### config.mk
export PLATFORM = sky130hd
export DESIGN_NAME = stss_ctrl
export DESIGN_NICKNAME = d
export VERILOG_FILES = /design/src/rtl/stss_pkg.sv /design/src/rtl/stss_ctrl.sv
export SDC_FILE = /design/constraint.sdc
export NUM_CORES = 1
export LEC_CHECK = 0
export ABC_CLOCK_PERIOD_IN_PS = 1220
export BUFFER_PORTS_ARGS = -buffer_cell sky130_fd_sc_hd__buf_2
export CAP_MARGIN = 20
export CORE_AREA = 2 2 39 41
export DETAILED_ROUTE_END_ITERATION = 7
export DIE_AREA = 0 0 41 43
export GPL_TIMING_DRIVEN = 1
export SYNTH_ARGS = -nofsm -noshare
export SYNTH_HDL_FRONTEND = slang
export SYNTH_SLANG_ARGS = --single-unit
### constraint.sdc
create_clock -name clk -period 1.22 [get_ports clk]
set_input_delay 0.244 -clock clk [delete_from_list [all_inputs] [get_ports clk]]
set_output_delay 0.244 -clock clk [all_outputs]
set_load 0.01 [all_outputs]
### src/rtl/stss_pkg.sv
// Shared types, sizes and codes for the subarray target-sum search block.
// No dependencies; imported by every module of the block.
package stss_pkg;

  localparam int WINDOW_DEPTH = 1024;
  localparam int MAX_LENGTH   = 65535;

  localparam int PTR_W    = $clog2(WINDOW_DEPTH);
  localparam int STORED_W = $clog2(WINDOW_DEPTH + 1);
  localparam int VAL_W    = 31;
  localparam int IDX_W    = 16;
  localparam int TGT_W    = 63;
  // window sum never exceeds MAX_LENGTH * (2^31 - 1) < 2^47
  localparam int SUM_W    = 47;
  localparam int STAT_W   = 2;

  localparam int IN_DATA_W  = 32;
  localparam int OUT_DATA_W = 40;

  localparam logic [STAT_W-1:0] ST_FOUND     = 2'd0;
  localparam logic [STAT_W-1:0] ST_NOT_FOUND = 2'd1;
  localparam logic [STAT_W-1:0] ST_OVERFLOW  = 2'd2;

  // controller -> datapath commands
  typedef struct packed {
    logic              load;     // capture input beat
    logic              add;      // count element, add to sum
    logic              rd;       // read window head
    logic              sub;      // drop window head
    logic              wr;       // push element at tail
    logic              set_res;  // latch result, mark array done
    logic [STAT_W-1:0] res_code;
    logic              emit;     // move result to output register
    logic              clear;    // end of array
  } stss_cmd_t;

  // datapath -> controller status
  typedef struct packed {
    logic match_done;
    logic len_full;
    logic drop;
    logic win_full;
    logic sum_eq;
    logic last;
  } stss_stat_t;

  function automatic logic [PTR_W-1:0] adv_ptr(input logic [PTR_W-1:0] p);
    adv_ptr = (p == PTR_W'(WINDOW_DEPTH - 1)) ? '0 : p + 1'b1;
  endfunction

endpackage

### src/rtl/stss_ctrl.sv
// Sequencer for the target-sum search: one element at a time, drop loop,
// result hand-off. Depends on stss_pkg.
module stss_ctrl
  import stss_pkg::*;
(
  input  logic       clk,
  input  logic       rst,
  input  logic       in_valid,
  output logic       in_ready,
  input  logic       out_free,
  input  stss_stat_t stat,
  output stss_cmd_t  cmd
);

  localparam logic [2:0] S_IDLE  = 3'd0;
  localparam logic [2:0] S_EVAL  = 3'd1;
  localparam logic [2:0] S_CHECK = 3'd2;
  localparam logic [2:0] S_SUB   = 3'd3;
  localparam logic [2:0] S_EMIT  = 3'd4;
  localparam logic [2:0] S_FIN   = 3'd5;

  logic [2:0] state, state_next;

  always_ff @(posedge clk) begin
    if (rst) begin
      state <= S_IDLE;
    end else begin
      state <= state_next;
    end
  end

  assign in_ready = (state == S_IDLE);

  always_comb begin
    state_next = state;
    cmd        = '0;
    case (state)
      S_IDLE: begin
        if (in_valid) begin
          cmd.load   = 1'b1;
          state_next = S_EVAL;
        end
      end
      S_EVAL: begin
        if (stat.match_done) begin
          state_next = S_FIN;
        end else if (stat.len_full) begin
          cmd.set_res  = 1'b1;
          cmd.res_code = ST_OVERFLOW;
          state_next   = S_EMIT;
        end else begin
          cmd.add    = 1'b1;
          state_next = S_CHECK;
        end
      end
      S_CHECK: begin
        if (stat.drop) begin
          cmd.rd     = 1'b1;
          state_next = S_SUB;
        end else if (stat.win_full) begin
          cmd.set_res  = 1'b1;
          cmd.res_code = ST_OVERFLOW;
          state_next   = S_EMIT;
        end else begin
          cmd.wr = 1'b1;
          if (stat.sum_eq) begin
            cmd.set_res  = 1'b1;
            cmd.res_code = ST_FOUND;
            state_next   = S_EMIT;
          end else begin
            state_next = S_FIN;
          end
        end
      end
      S_SUB: begin
        cmd.sub    = 1'b1;
        state_next = S_CHECK;
      end
      S_EMIT: begin
        if (out_free) begin
          cmd.emit   = 1'b1;
          state_next = S_FIN;
        end
      end
      S_FIN: begin
        // not-found also sets the done mark, so the second pass clears
        if (stat.last && !stat.match_done) begin
          cmd.set_res  = 1'b1;
          cmd.res_code = ST_NOT_FOUND;
          state_next   = S_EMIT;
        end else begin
          cmd.clear  = stat.last;
          state_next = S_IDLE;
        end
      end
      default: begin
        state_next = S_IDLE;
      end
    endcase
  end

`ifndef SYNTH
  a_sub_after_read: assert property (@(posedge clk) disable iff (rst)
    (state == S_SUB) |-> ($past(state) == S_CHECK && $past(stat.drop)))
    else $error("drop step without a head read");
`endif

endmodule

==> flow_metrics.tcl <==
set metrics [dict create \
    hold_viol_final 0 \
    cts_root_buf "clkbuf_4" \
    ant_nets 0 \
    wirelength_um 1006 \
    finalSetupTns_ns -1.312 \
    path_cells "buf_4 > nor4_2 > buf_2" \
    clock_path_buffers 2 \
    area_growth_pct 73.12 \
    antenna_found_initial 0 \
    die_w_um 41 \
    synth.yosys.seq_area_share_pct 17.20 \
    ir_worst_vdd_mv 0.5147 \
    num_rows 14 \
    clk-insertion-delay-late_ns 0.24 \
    power_switching_mw 0.2271 \
    r2r-start "state[2]" \
    p_comb_share_pct 48.7 \
    first_pass_iters 3 \
    largest_register_ffs 3 \
    reg2reg_slack_ns 0.02 \
    r2r_cells 4 \
    ys_types 26 \
    period_minus_slack_ns 1.392 \
    r2r_end "state[0]" \
    worst-setup-path-type "flip-flop to primary output" \
    violations "setup timing" \
    fmax_mhz 718.4 \
    grt_usage_pct 13.51 \
    maxCapViolCount 0 \
    timing.hold.ws_ns 0.2089 \
    top_regs "state x3" \
    gp_congestion 0.8231 \
    max-slew-margin-rel_pct 84.06 \
    drtIter0Drc 3 \
    synth_area_leader_cell "dfxtp_1" \
    hpwl_um 751 \
    cts_buffers 3 \
    setup.worst_path.start_class "flip-flop" \
    yosys-top-cells-area "dfxtp_1 17%, nand2b_1 9.0%, nor2_1 7.5%" \
    postSynthAreaPerCell_sq_um 7.589 \
    clkTransAtPathRegs_ns 0.04 \
    rsz0062_at_grt "yes" \
    syn-cell-area_sq_um 349.1 \
    outcome "finished with violations" \
    crit_path_end "cmd[8]" \
    critical_path.top_delay_family "flip-flops" \
    p_total_mw 0.6482 \
    post-place-ws_ns -0.04879 \
    p_sw_share_pct 35.03 \
    grt_pass1_wl_um 1593 \
    core_sq_um 1384 \
    p_per_area_nw_per_um2 1073 \
    slew_viol_final 0 \
    drc 0 \
    clock_sinks 3 \
    via_per_inst 4.860 \
    avgRoutedWirePerCell_um 10.82 \
    htreeDepth 1 \
    cp.depth 3 \
    cp-startpoint "state[2]" \
    die_area_sq_um 1763 \
    worst-path-max-fanout 7 \
    largest_register "state" \
    yosysWarnings 0 \
    fin_nets 88 \
    post-route-period-util_pct 114.1 \
    crit_buf_inv 2 \
    ioPinCount 21 \
    start_util_pct 25.23 \
    syn_nets 56 \
    postLayoutCoreUtil_pct 43.67 \
    setup_viol 11 \
    fin_skew_ns 0.0007003 \
    cp.required_ns 0.98 \
    die_height_um 43 \
    vias 452 \
    hold_depth 2 \
    intPower_mw 0.4211 \
    port_buffers 20 \
    p_leak_nw 0.3000 \
    crit_slowest_cell "dfxtp_4" \
    cp.arrival_ns 1.15 \
    synth-seq-cells 3 \
    max_stage_delay_ns 0.37 \
    grt_max_degree 9 \
    worst_slew_pin_slew_ns 0.2366 \
    worstSetupEndpointType "primary output" \
    setup_slack_ns -0.1720 \
    grt_pass1_vias 366 \
    cts_tree "built" \
    grt-ovfl-total 0 \
    pwr-share-clk_pct 28.6 \
    drive_above_1_share_pct 58.44 \
    synth_top_area_share_pct 17.20 \
    seqPwrFrac_pct 22.7 \
    syn_inst 46 \
    hp-class "input port to flip-flop" \
    num_antenna_cells 0 \
]
cells in the mapped netlist (all sizes together):
cell type  instances
nand3b             1
or2b               1
o32ai              1
a211oi             2
a21o               1
nand2b             5
buf                4
o21ai              3
or3                1
o32a               1
a21oi              1
nor3               4
nor4bb             1
a22o               1
mux2i              2
nor4               1
nand2              2
inv                2
and2               1
and3b              1
dfxtp              3
nor2               7
metal layers:
| metal | wire [um] | track usage, % |
|---|---|---|
| met5 | 0 | 0 |
| met2 | 488 | 20.00 |
| met1 | 430 | 16.88 |
| met3 | 82 | 7.853 |
| met4 | 5 | 2.000 |
worst min path at each step:
stage,startpoint,to,slack [ns]
after detailed placement,rst,state[0],0.47
after global routing,rst,state[0],0.21
after CTS,rst,state[0],0.21
after floorplan,rst,state[0],0.31
after global placement,rst,state[0],0.47
final,rst,state[0],0.21
power by group through the flow:
stage	Clock (mW)	Combinational [mW]	Sequential (mW)
floorplan	0	0.200	0.119
global placement	0	0.276	0.141
detailed placement	0	0.277	0.141
CTS	0.186	0.311	0.144
global route	0.210	0.348	0.150
finish	0.185	0.316	0.147
kinds of logic after synthesis:
family	count (synthesis)	share of synthesized area (%)
AO/OA/AOI/OAI	10	22.58
buffers and inverters	6	12.19
flip-flops	3	17.20
multiplexers	2	5.735
AND/OR/NAND/NOR	25	42.30
repair_timing:
item | 4_1_cts | 5_1_grt
gates resized for setup | 11 | 3
hold buffers | 0 | 0
setup endpoints to repair | 12 | 12
pin swaps | 3 | 2
buffers inserted | 2 | 0
layout make-up:
cell class | count | area, sq um
repair buffers | 31 | 197.7
inverters | 2 | 7.507
flip-flops and latches | 3 | 71.32
clock buffers | 4 | 26.28
fillers | 146 | 779.5
well taps | 16 | 20.02
multi-input cells | 37 | 281.5
cells in the final DEF (no fill, tap or decap), drive strengths merged:
master  netlist  routed
a211oi        2       2
a21o          1       1
a21oi         1       1
a22o          1       1
and2          1       1
and3b         1       1
buf           4      31
clkbuf        0       4
dfxtp         3       3
inv           2       2
mux2i         2       2
nand2         2       2
nand2b        5       5
nand3b        1       1
nor2          7       7
nor3          4       4
nor4          1       1
nor4bb        1       1
o21ai         3       3
o32a          1       1
o32ai         1       1
or2b          1       1
or3           1       1
stage by stage:
stage | cell area, sq um | cells
floorplan | 369.1 | 46
finish | 604.3 | 93
detailed placement | 521.8 | 87
global route | 604.3 | 93
global placement | 521.8 | 87
CTS | 593.1 | 93
(Power assumes the default switching activity.)
